$ cat src/design/assert_macros.svh
// Assertion macros shared by the decoder's modules.
`ifndef ASSERT_MACROS_SVH
`define ASSERT_MACROS_SVH

// Clocked property that is switched off while reset is high.
`define HTFD_ASSERT(lbl, clk, rst, prop, msg) \
  lbl: assert property (@(posedge clk) disable iff (rst) prop) else $error(msg);

// Clocked property that must also hold during reset.
`define HTFD_ASSERT_ALWAYS(lbl, clk, prop, msg) \
  lbl: assert property (@(posedge clk) prop) else $error(msg);

`endif

$ cat src/design/htfd_pkg.sv
// Types, constants and the CRC-8 function of the humidity/temperature frame decoder.
package htfd_pkg;

  typedef struct packed {
    logic [7:0] rx_byte;
    logic       measure_kind;
  } in_t;

  typedef struct packed {
    logic signed [11:0] scaled_value;
    logic [15:0]        raw_reading;
    logic               crc_ok;
    logic               kind_out;
  } out_t;

  // Assembled frame handed from the byte collector to the converter.
  typedef struct packed {
    logic [15:0] raw;
    logic        crc_ok;
    logic        kind;
  } frame_t;

  localparam logic [7:0]  CRC_POLY    = 8'h31;     // x^8 term is implied
  localparam logic [7:0]  CRC_INIT    = 8'h00;
  localparam logic [15:0] STATUS_MASK = 16'hFFFC;

  // Both conversions share the divisor 655360 = 10 * 65536. Humidity is
  // scaled by ten in the numerator so that one datapath serves both.
  localparam logic [14:0] TEMP_GAIN = 15'd17572;
  localparam logic [14:0] HUM_GAIN  = 15'd12500;
  localparam logic signed [31:0] TEMP_OFFSET = 32'sd307036160;
  localparam logic signed [31:0] HUM_OFFSET  = 32'sd39321600;

  // Exact division by ten for dividends below 2^15.
  localparam logic [15:0] DIV10_RECIP = 16'd52429;
  localparam int unsigned DIV10_SHIFT = 19;

  localparam logic KIND_TEMP = 1'b0;
  localparam logic KIND_HUM  = 1'b1;

  function automatic logic [7:0] crc8_byte(input logic [7:0] crc, input logic [7:0] b);
    logic [7:0] c;
    c = crc ^ b;
    for (int i = 0; i < 8; i++) begin
      if (c[7]) begin
        c = {c[6:0], 1'b0} ^ CRC_POLY;
      end else begin
        c = {c[6:0], 1'b0};
      end
    end
    return c;
  endfunction

endpackage

$ cat src/design/htfd_frame.sv
// Byte collector: gathers the three frame bytes and checks the CRC-8.
`include "assert_macros.svh"

module htfd_frame (
  input  logic            clk,
  input  logic            rst,
  input  logic            in_valid,
  output logic            in_ready,
  input  htfd_pkg::in_t   in_data,
  output logic            frame_valid,
  input  logic            frame_ready,
  output htfd_pkg::frame_t frame
);
  import htfd_pkg::*;

  typedef enum logic [1:0] {
    POS_HIGH = 2'd0,
    POS_LOW  = 2'd1,
    POS_CRC  = 2'd2
  } pos_t;

  pos_t       pos;
  logic [7:0] crc;
  logic [7:0] data_high;
  logic [7:0] data_low;
  logic       in_acc;

  assign in_ready = !frame_valid || frame_ready;
  assign in_acc   = in_valid && in_ready;

  always_ff @(posedge clk) begin
    if (rst) begin
      pos         <= POS_HIGH;
      crc         <= CRC_INIT;
      data_high   <= 8'h00;
      data_low    <= 8'h00;
      frame_valid <= 1'b0;
    end else begin
      if (frame_valid && frame_ready) begin
        frame_valid <= 1'b0;
      end
      if (in_acc) begin
        unique case (pos)
          POS_HIGH: begin
            data_high <= in_data.rx_byte;
            crc       <= crc8_byte(CRC_INIT, in_data.rx_byte);
            pos       <= POS_LOW;
          end
          POS_LOW: begin
            data_low <= in_data.rx_byte;
            crc      <= crc8_byte(crc, in_data.rx_byte);
            pos      <= POS_CRC;
          end
          default: begin
            // The CRC byte closes the frame; an unused position acts the same.
            frame.raw    <= {data_high, data_low} & STATUS_MASK;
            frame.crc_ok <= (crc == in_data.rx_byte);
            frame.kind   <= in_data.measure_kind;
            frame_valid  <= 1'b1;
            pos          <= POS_HIGH;
            crc          <= CRC_INIT;
          end
        endcase
      end
    end
  end

  `HTFD_ASSERT(a_frame_close, clk, rst,
    in_acc && pos == POS_CRC |=> frame_valid && pos == POS_HIGH && crc == CRC_INIT,
    "frame did not close after the CRC byte")
  `HTFD_ASSERT(a_high_to_low, clk, rst,
    in_acc && pos == POS_HIGH |=> pos == POS_LOW,
    "position did not advance after the high byte")
  `HTFD_ASSERT(a_frame_hold, clk, rst,
    frame_valid && !frame_ready |=> frame_valid && $stable(frame),
    "stalled frame was lost or changed")

endmodule

$ cat src/design/htfd_convert.sv
// Converter pipeline: raw reading to temperature or humidity times ten.
`include "assert_macros.svh"

module htfd_convert (
  input  logic             clk,
  input  logic             rst,
  input  logic             frame_valid,
  output logic             frame_ready,
  input  htfd_pkg::frame_t frame,
  output logic             out_valid,
  input  logic             out_ready,
  output htfd_pkg::out_t   out_data
);
  import htfd_pkg::*;

  // Numerator stage.
  logic               n_v;
  frame_t             n_frame;
  logic signed [31:0] num;
  logic [30:0]        prod;
  logic [14:0]        gain;
  logic signed [31:0] offset;

  // Magnitude stage.
  logic               q_v;
  frame_t             q_frame;
  logic               q_neg;
  logic [14:0]        q1;
  logic [31:0]        mag;

  // Output stage.
  logic [30:0]        prod10;
  logic [11:0]        quot;

  logic o_ok, q_ok, n_ok;

  assign o_ok        = !out_valid || out_ready;
  assign q_ok        = !q_v || o_ok;
  assign n_ok        = !n_v || q_ok;
  assign frame_ready = n_ok;

  assign gain   = (frame.kind == KIND_HUM) ? HUM_GAIN : TEMP_GAIN;
  assign offset = (frame.kind == KIND_HUM) ? HUM_OFFSET : TEMP_OFFSET;
  assign prod   = frame.raw * gain;

  assign mag = num[31] ? 32'(-num) : 32'(num);

  assign prod10 = q1 * DIV10_RECIP;
  assign quot   = prod10[30:DIV10_SHIFT];

  always_ff @(posedge clk) begin
    if (rst) begin
      n_v       <= 1'b0;
      q_v       <= 1'b0;
      out_valid <= 1'b0;
    end else begin
      if (n_ok) begin
        n_v <= frame_valid;
        if (frame_valid) begin
          n_frame <= frame;
          num     <= $signed({1'b0, prod}) - offset;
        end
      end
      if (q_ok) begin
        q_v <= n_v;
        if (n_v) begin
          q_frame <= n_frame;
          q_neg   <= num[31];
          // Dividing the magnitude keeps the quotient truncated toward zero.
          q1      <= mag[30:16];
        end
      end
      if (o_ok) begin
        out_valid <= q_v;
        if (q_v) begin
          out_data.scaled_value <= q_neg ? $signed(12'(12'd0 - quot))
                                         : $signed(quot);
          out_data.raw_reading  <= q_frame.raw;
          out_data.crc_ok       <= q_frame.crc_ok;
          out_data.kind_out     <= q_frame.kind;
        end
      end
    end
  end

  `HTFD_ASSERT(a_num_hold, clk, rst,
    n_v && !q_ok |=> n_v && $stable(num) && $stable(n_frame),
    "stalled numerator was lost or changed")
  `HTFD_ASSERT(a_range, clk, rst,
    out_valid |-> out_data.scaled_value >= -12'sd468 && out_data.scaled_value <= 12'sd1288,
    "converted value out of range")
  `HTFD_ASSERT(a_hum_floor, clk, rst,
    out_valid && out_data.kind_out == KIND_HUM |-> out_data.scaled_value >= -12'sd60,
    "humidity value below its floor")

endmodule

$ cat src/design/humidity_temp_frame_decoder.sv
// Top level of the humidity/temperature sensor frame decoder.
// Accepts one response byte per cycle while in_ready is high (data high, data
// low, CRC) and, on every third byte, produces one result: the reading with
// its status bits cleared, a CRC-8 (polynomial 0x31, initial value 0) match
// flag, and the value converted to temperature or relative humidity times
// ten, truncated toward zero. A result is produced even when the CRC does not
// match. The input request rate is one byte per cycle unless in_ready is low;
// after its CRC byte is taken, a result passes the frame register, the
// numerator multiplier, the magnitude stage and the divide-by-ten multiplier,
// and every stage holds its contents while the output side stalls.
module humidity_temp_frame_decoder (
  input  logic           clk,
  input  logic           rst,
  input  logic           in_valid,
  output logic           in_ready,
  input  htfd_pkg::in_t  in_data,
  output logic           out_valid,
  input  logic           out_ready,
  output htfd_pkg::out_t out_data
);
  import htfd_pkg::*;

  logic   frame_valid;
  logic   frame_ready;
  frame_t frame;

  htfd_frame u_frame (
    .clk         (clk),
    .rst         (rst),
    .in_valid    (in_valid),
    .in_ready    (in_ready),
    .in_data     (in_data),
    .frame_valid (frame_valid),
    .frame_ready (frame_ready),
    .frame       (frame)
  );

  htfd_convert u_convert (
    .clk         (clk),
    .rst         (rst),
    .frame_valid (frame_valid),
    .frame_ready (frame_ready),
    .frame       (frame),
    .out_valid   (out_valid),
    .out_ready   (out_ready),
    .out_data    (out_data)
  );

endmodule

$ cat config.mk
export PLATFORM = sky130hd
export DESIGN_NAME = humidity_temp_frame_decoder
export DESIGN_NICKNAME = d
export VERILOG_FILES = /design/src/design/htfd_pkg.sv /design/src/design/htfd_frame.sv /design/src/design/htfd_convert.sv /design/src/design/humidity_temp_frame_decoder.sv
export VERILOG_INCLUDE_DIRS = /design/src /design/src/design
export SDC_FILE = /design/constraint.sdc
export NUM_CORES = 1
export LEC_CHECK = 0
export BUFFER_PORTS_ARGS = -buffer_cell sky130_fd_sc_hd__buf_4
export CORE_ASPECT_RATIO = 1.2
export CORE_MARGIN = 5
export CORE_UTILIZATION = 40
export CTS_CLUSTER_DIAMETER = 100
export DETAILED_ROUTE_END_ITERATION = 8
export PLACE_DENSITY = 0.61
export SLEW_MARGIN = 20
export SYNTH_ARGS = -nofsm -noshare
export SYNTH_HDL_FRONTEND = slang
export SYNTH_SLANG_ARGS = --single-unit
$ cat constraint.sdc
create_clock -name clk -period 10.2 [get_ports clk]
set_input_delay 1.53 -clock clk [delete_from_list [all_inputs] [get_ports clk]]
set_output_delay 1.53 -clock clk [all_outputs]
set_load 0.005 [all_outputs]
==> summary.txt, run 1 <==
Initial antenna violation count: 0
GR Overflow Total: 0
Sequential Power Share: 0.367
Switching power total: 0.594 mW
Core Region: 34,900 um2
Hold Path Class: reg -> reg
Min Tclk post-route: 7.33 ns
Async SR Flop Fraction: 0
Post-synthesis sequential area ratio: 0.291
CP endpoint kind: flop
Clock Tree Buf Depth: 2
Worst r2r src: u_frame.frame[0]$_DFFE_PP_
RSZ-0062 raised after global routing: no
Setup Viol. Count Final: 0
TritonCTS clock tree: yes
CTS Buf Count: 17
Leakage power: 7.40 nW
CTS Sinks: 146
Worst reg2reg setup slack: 2.87 ns
Sequential cell area: 4100 um2
Synthesized area: 14,100 um2
Count of cells resized by post-cts repair: 0
EDFF count, synth: 118
FMAX: 136 MHz
DP HPWL: 23.7 mm
TNS Setup: 0 ns
Largest net degree at the start of global routing: 43
Most common cell after layout, fill and taps aside: inv_1
Slew Limit Fails: 0
Peak VDD IR: 0.104 mV
Hold EP: u_convert.q_frame[7]$_DFFE_PP_
Ys flop type: edfxtp_1
Power Dens Cells: 119 nW/um2
Diode count: 0
Initial core utilization: 0.404
Setup bufs post-CTS: 0
Cells after Synth: 1,348
Avg WL per Cell: 15.1 um
Vias in the first global route: 9,917
Slew @ Worst Pin: 1.01 ns
Worst Hold Launch: u_convert.n_frame[7]$_DFFE_PP_
IO Pins: 45
Row count: 75
Port Buffers: 42
Worst EP arrival: 7.57 ns
Worst Slack Setup Final: 2.87 ns
Crit share post-route: 0.719
Layout cells sized above 1: 0.0748
RePlAce Congestion: 0.901
Startpoint Class: flop
Kind of critical path: reg -> reg
GRT Total Usage: 0.147
Worst-path clk slew: 0.07 ns
Worst slack at placement: 2.88 ns
Area Growth Syn to Fin: 10.3%
Crit path max fanout: 28
Yosys warning count: 0
Die Span Y: 216 um
Final routed DRC violation total: 0
Synth cell types: 72
DR pass1 iterations: 5
H-tree depth: 4
Synth Register Bits: 146
Sw Share: 0.319
Max Cap Violations: 0
R2r endpoint: u_convert.num[30]$_DFFE_PP_
First DRT Iteration DRCs: 360
Syn_area_per_cell: 10.5 um2
Clk Latency, worst-skew pair: 0.43 ns
Clock Power Share: 0.335
Outcome: finished, final reports clean
Footprint of the multi-input gates: 9030 um2
Post-DRT Antenna Nets: 0
Min Hold Slack: 0.418 ns
Final hold violation count: 0
CTS Hold Bufs: 0
Gate power share: 0.298
Hold Crit Depth: 0
Final WL: 28.2 mm
Die width: 181 um
Fin nets: 1,756
First-pass GRT wire length: 47.1 mm
Most frequent cells in the layout: inv_1 (237), ha_1 (230), fa_1 (123)
Skew final: 0.0191 ns
Filler cells: 3,311
WP data required: 10.44 ns
Internal power: 1.26 mW
Die footprint: 39,100 um2
Clock Tree Root: clkbuf_16
Routed via count: 9,197
Worst rel slew slack: 0.325
Vias per cell: 4.93
Reg2Reg Depth: 26
-- power groups by stage --
| stage | Sequential [mW] | Combinational [mW] | Clock (mW) |
|---|---|---|---|
| floorplan | 0.691 | 0.451 | 0 |
| global placement | 0.696 | 0.546 | 0 |
| detailed placement | 0.696 | 0.555 | 0 |
| CTS | 0.683 | 0.561 | 0.637 |
| global route | 0.684 | 0.630 | 0.662 |
| finish | 0.683 | 0.553 | 0.623 |
-- worst max-delay path, stage by stage (launching register included) --
cell	delay (ns)
edfxtp_1	0.35
buf_4	0.24
inv_1	0.45
nand2_1	0.16
inv_1	0.14
fa_1	0.45
fa_1	0.51
inv_1	0.05
fa_1	0.47
inv_1	0.06
fa_1	0.43
fa_1	0.44
ha_1	0.42
a21oi_1	0.20
nand2_1	0.10
a2111o_1	0.44
o21a_1	0.23
a21o_1	0.18
a21oi_1	0.18
xnor2_1	0.14
ha_1	0.22
nor2_1	0.05
mux2_2	0.27
a21boi_0	0.34
o21bai_2	0.14
and4_1	0.22
nor4_1	0.24
-- how the worst max path moves through the flow --
| stage | startpoint | endpoint | slack (ns) | depth (start not counted) |
|---|---|---|---|---|
| 2_1_floorplan | u_frame.frame[0]$_DFFE_PP_ | u_convert.num[30]$_DFFE_PP_ | 3.27 | 28 |
| 5_1_grt | u_frame.frame[0]$_DFFE_PP_ | u_convert.num[30]$_DFFE_PP_ | 2.29 | 29 |
| 3_3_place_gp | u_frame.frame[0]$_DFFE_PP_ | u_convert.num[30]$_DFFE_PP_ | 2.99 | 29 |
| 3_5_place_dp | u_frame.frame[0]$_DFFE_PP_ | u_convert.num[30]$_DFFE_PP_ | 2.88 | 29 |
| 4_1_cts | u_frame.frame[0]$_DFFE_PP_ | u_convert.num[30]$_DFFE_PP_ | 2.85 | 29 |
| 6_report | u_frame.frame[0]$_DFFE_PP_ | u_convert.num[30]$_DFFE_PP_ | 2.87 | 26 |
-- synthesized netlist by cell type, drive strengths merged, types with 8 or more instances --
cell / count / area, um2
nand2: 108 / 405
xor2: 26 / 228
nor3: 14 / 70.1
nand2b: 9 / 58.8
o21ai: 29 / 145
nand4: 8 / 50.1
edfxtp: 118 / 3540
ha: 230 / 2880
a21oi: 50 / 250
fa: 123 / 2460
a22oi: 11 / 82.6
clkbuf: 30 / 113
nand3: 20 / 100
nor2b: 12 / 75.1
and3: 14 / 87.6
inv: 237 / 890
a211oi: 9 / 72.6
nor2: 59 / 221
xnor2: 87 / 762
dfxtp: 28 / 561
a21o: 16 / 120
-- metal layers --
layer | track usage | part of all wire | up-vias
li1 | - | - | 4606
met1 | 0.160 | 0.40 | 4447
met2 | 0.292 | 0.56 | 103
met3 | 0.0202 | 0.016 | 41
met4 | 0.0440 | 0.020 | 0
met5 | 0 | 0 | -
-- cell families after synthesis --
kind of cell	synth area share
simple gates	0.0948
xor+xnor	0.0702
flops	0.291
buf+inv	0.0734
other cells	0.000533
mux	0.00524
fa+ha+maj	0.379
compound gates	0.0862
-- final cells by class --
type,count,share of cell area
clock buffer,18,0.0282
clock inverter,14,0.00917
inverter,237,0.0572
multi-input combinational,941,0.581
sequential,146,0.264
tap,462,0.0372
timing repair buffer,47,0.0240
-- flip-flops by register name, summed over array words and instances, names as in the netlist, 2 cells and up --
register / flops
u_frame.frame: 16
u_frame.data_high: 8
u_frame.pos: 2
u_convert.out_data: 28
u_convert.q1: 15
u_convert.q_frame: 16
u_convert.n_frame: 16
u_convert.num: 26
u_frame.crc: 8
u_frame.data_low: 6
-- stage by stage --
| stage | instances | util | area, um2 | power [mW] |
|---|---|---|---|---|
| after global routing | 1865 | 0.446 | 15600 | 1.98 |
| after floorplan | 1360 | - | 14100 | 1.14 |
| after detailed placement | 1832 | 0.428 | 15000 | 1.25 |
| after CTS | 1864 | 0.445 | 15500 | 1.88 |
| after global placement | 1832 | 0.428 | 15000 | 1.24 |
| final | 1865 | 0.446 | 15600 | 1.86 |
Power figures use the tool's default switching activity.
==> run 2, diff against run 1 <==
--- a/config.mk
+++ b/config.mk
@@ -6,6 +6,7 @@
 export SDC_FILE = /design/constraint.sdc
 export NUM_CORES = 1
 export LEC_CHECK = 0
+export ABC_AREA = 1
 export BUFFER_PORTS_ARGS = -buffer_cell sky130_fd_sc_hd__buf_4
 export CORE_ASPECT_RATIO = 1.2
 export CORE_MARGIN = 5
==> constraint.sdc (replaced) <==
create_clock -name clk -period 7 [get_ports clk]
set_input_delay 1.05 -clock clk [delete_from_list [all_inputs] [get_ports clk]]
set_output_delay 1.05 -clock clk [all_outputs]
set_load 0.005 [all_outputs]
==> summary.txt, run 2 <==
Outcome: finished, final reports clean
Final Util: 0.445 (-0.00115)
Worst slack at placement: 0.713 ns (-2.17 ns)
WP data required: 7.19 ns (-3.25 ns)
Clock Power Share: 0.272 (-0.063)
GR Overflow Total: 0 (unchanged)
Clock Tree Buf Depth: 2 (unchanged)
Sw Share: 0.399 (+0.0791)
Design area: 16,800 um2 (+8.2%)
TritonCTS clock tree: yes
CP endpoint kind: flop
Die Span Y: 225 um (+4.1%)
GRT Total Usage: 0.169 (+0.0214)
Simple-gate portion of the synthesized area: 0.191 (+0.0962)
Synth top cells by count: inv_1 (391), nand2_1 (388), ha_1 (230)
First-pass GRT wire length: 58.0 mm (+23%)
TNS Setup: 0 ns (unchanged)
Reg2Reg Depth: 30 (+15%)
Crit share post-route: 0.900 (+0.181)
FMAX: 159 MHz (+16%)
Largest net degree at the start of global routing: 43 (unchanged)
Power, Total: 3.26 mW (+76%)
Area Growth Syn to Fin: 9.66%
Layout cells sized above 1: 0.0741 (-0.000746)
Count of cells resized by post-cts repair: 0 (unchanged)
Gate power share: 0.419 (+0.121)
Metal3 WL: 925 um (+100%)
CTS Hold Bufs: 0 (unchanged)
Worst Hold Launch: u_convert.q_frame[16]$_DFFE_PP_
Sequential cell area: 4100 um2 (unchanged)
Power Dens Cells: 194 nW/um2 (+62%)
XOR/XNOR Fraction of Synth Area: 0.0433 (-0.0269)
Startpoint Class: flop
Switching power total: 1.30 mW (+120%)
Yosys top cell area share: 0.231 (-0.0205)
Cells after Synth: 1,805 (+34%)
Routed via count: 11,400 (+24%)
CTS Buf Count: 17 (unchanged)
Highest metal used: met4
Most common cell after layout, fill and taps aside: inv_1
Largest register FFs: 28 (unchanged)
Yosys warning count: 0 (unchanged)
Setup bufs post-CTS: 0 (unchanged)
Synth top area cells: edfxtp_1 (23%), ha_1 (19%), fa_1 (16%)
Placed instance area: 16,300 um2 (+8.8%)
Clk Latency, worst-skew pair: 0.44 ns (about the same)
H-tree depth: 4 (unchanged)
Worst Slack Setup Final: 0.701 ns (-2.17 ns)
Slew Limit Fails: 0 (unchanged)
Most instantiated library cell after synthesis: inv_1
Ys flop type: edfxtp_1
Metal-1 WL: 14.4 mm (+27%)
WL met2: 17.8 mm (+13%)
Peak VDD IR: 0.164 mV (+58%)
RSZ-0062 raised after global routing: no
Largest family of logic cells by synthesized area: adder cells
Post-DRT Antenna Nets: 0 (unchanged)
Kind of critical path: reg -> reg
Clock Tree Root: clkbuf_16
Fin nets: 2,229 (+27%)
Synth area leader: edfxtp_1
Multiplexer share of the synthesized area: 0 (-0.00524)
Die width: 189 um (+4.1%)
Row count: 78 (+4.0%)
Vias in the first global route: 11,900 (+20%)
Die footprint: 42,400 um2 (+8.4%)
Most frequent cells in the layout: inv_1 (390), nand2_1 (388), ha_1 (230)
Placed Cells: 2,324 (+27%)
Min Hold Slack: 0.420 ns (+0.00262 ns)
Synth Register Bits: 146 (unchanged)
Worst r2r src: u_frame.frame[0]$_DFFE_PP_
Synthesized area: 15,400 um2 (+8.9%)
Port Buffers: 42 (unchanged)
Worst-path clk slew: 0.08 ns (about the same)
Final routed DRC violation total: 0 (unchanged)
Core Region: 37,900 um2 (+8.5%)
Footprint of the multi-input gates: 9690 um2 (+7.3%)
Most flops, register: u_convert.out_data
Final WL: 34.1 mm (+21%)
Adder-cell share of the synthesized area: 0.348 (-0.0309)
Crit-path most repeated cell: inv_1
Avg WL per Cell: 14.5 um (-4.1%)
Finished Layout Cells: 2,356 (+26%)
Final hold violation count: 0 (unchanged)
IO Pins: 45 (unchanged)
Min Tclk post-route: 6.30 ns (-1.03 ns)
Hold Crit Depth: 0 (unchanged)
Post-synthesis sequential area ratio: 0.267 (-0.0237)
Sequential Power Share: 0.310 (-0.057)
CTS Sinks: 146 (unchanged)
Async SR Flop Fraction: 0 (unchanged)
Biggest registers after layout: u_convert.out_data x28, u_convert.num x26
Internal power: 1.96 mW (+55%)
Hold Path Class: reg -> reg
Worst rel slew slack: 0.316 (-0.00933)
DR pass1 iterations: 6 (+1)
Initial core utilization: 0.405 (+0.00149)
Syn_area_per_cell: 8.51 um2 (-19%)
First DRT Iteration DRCs: 566 (+57%)
DP HPWL: 29.3 mm (+24%)
Max Cap Violations: 0 (unchanged)
Synth cell types: 46 (-36%)
Vias per cell: 4.83 (-2.0%)
Leakage power: 8.62 nW (+17%)
Skew final: 0.0181 ns (-0.000975 ns)
Initial antenna violation count: 0 (unchanged)
Diode count: 0 (unchanged)
Largest stage delay on the critical path: 0.56 ns (+0.05 ns)
Setup crit start: u_frame.frame[0]$_DFFE_PP_
Setup Viol. Count Final: 0 (unchanged)
Slew @ Worst Pin: 1.02 ns (+0.0139 ns)
EDFF count, synth: 118 (unchanged)
Worst EP arrival: 6.49 ns (-1.08 ns)
Compound-Gate Fraction of Synth Area: 0.0453 (-0.0408)
Filler cells: 3,696 (+12%)
Crit path max fanout: 17 (-39%)
Slowest CP cell: fa_1
RePlAce Congestion: 0.918 (+1.9%)
[run 2: worst max-delay path, delay by kind of cell (launching register included)]
kind | cells | cell delay, ns
compound gates | 1 | 0.09
xor+xnor | 1 | 0.14
fa+ha+maj | 8 | 3.49
buf+inv | 8 | 0.66
flops | 1 | 0.42
simple gates | 12 | 1.26
[run 2: cell families after synthesis]
group                      Yosys count
and+or+nand+nor                    680
buffers and inverters              422
adders and majority gates          353
DFF                                146
AOI/OAI and AO/OA                  127
xor gates and xnor gates            75
other                                2
[run 2: final cells by class]
class | instances | area share
Clock buffer | 17 | 0.0253
Clock inverter | 15 | 0.00847
Inverter | 399 | 0.0890
Multi-Input combinational cell | 1249 | 0.576
Sequential cell | 146 | 0.244
Tap cell | 480 | 0.0357
Timing Repair Buffer | 50 | 0.0223
[run 2: path summary, 6_finish.rpt]
| kind | to | slack, ns |
|---|---|---|
| min | u_convert.out_data[16]$_DFFE_PP_ | 0.42 |
| max reg2reg | u_convert.num[29]$_DFFE_PP_ | 0.70 |
| min reg2reg | u_convert.out_data[16]$_DFFE_PP_ | 0.42 |
| max | u_convert.num[29]$_DFFE_PP_ | 0.70 |
[run 2: layer usage]
metal,vias up,global-route usage
met1,5364,0.198
met3,56,0.0238
met4,0,0.0595
met5,-,0
li1,5794,-
met2,173,0.315
[run 2: power groups by stage]
stage                     clock network [mW]  registers, mW  logic [mW]
after floorplan                            0           1.03        1.05
after global placement                     0           1.03        1.36
after detailed placement                   0           1.03        1.37
after CTS                              0.910           1.01        1.38
after global routing                   0.948           1.01        1.56
final                                  0.887           1.01        1.37
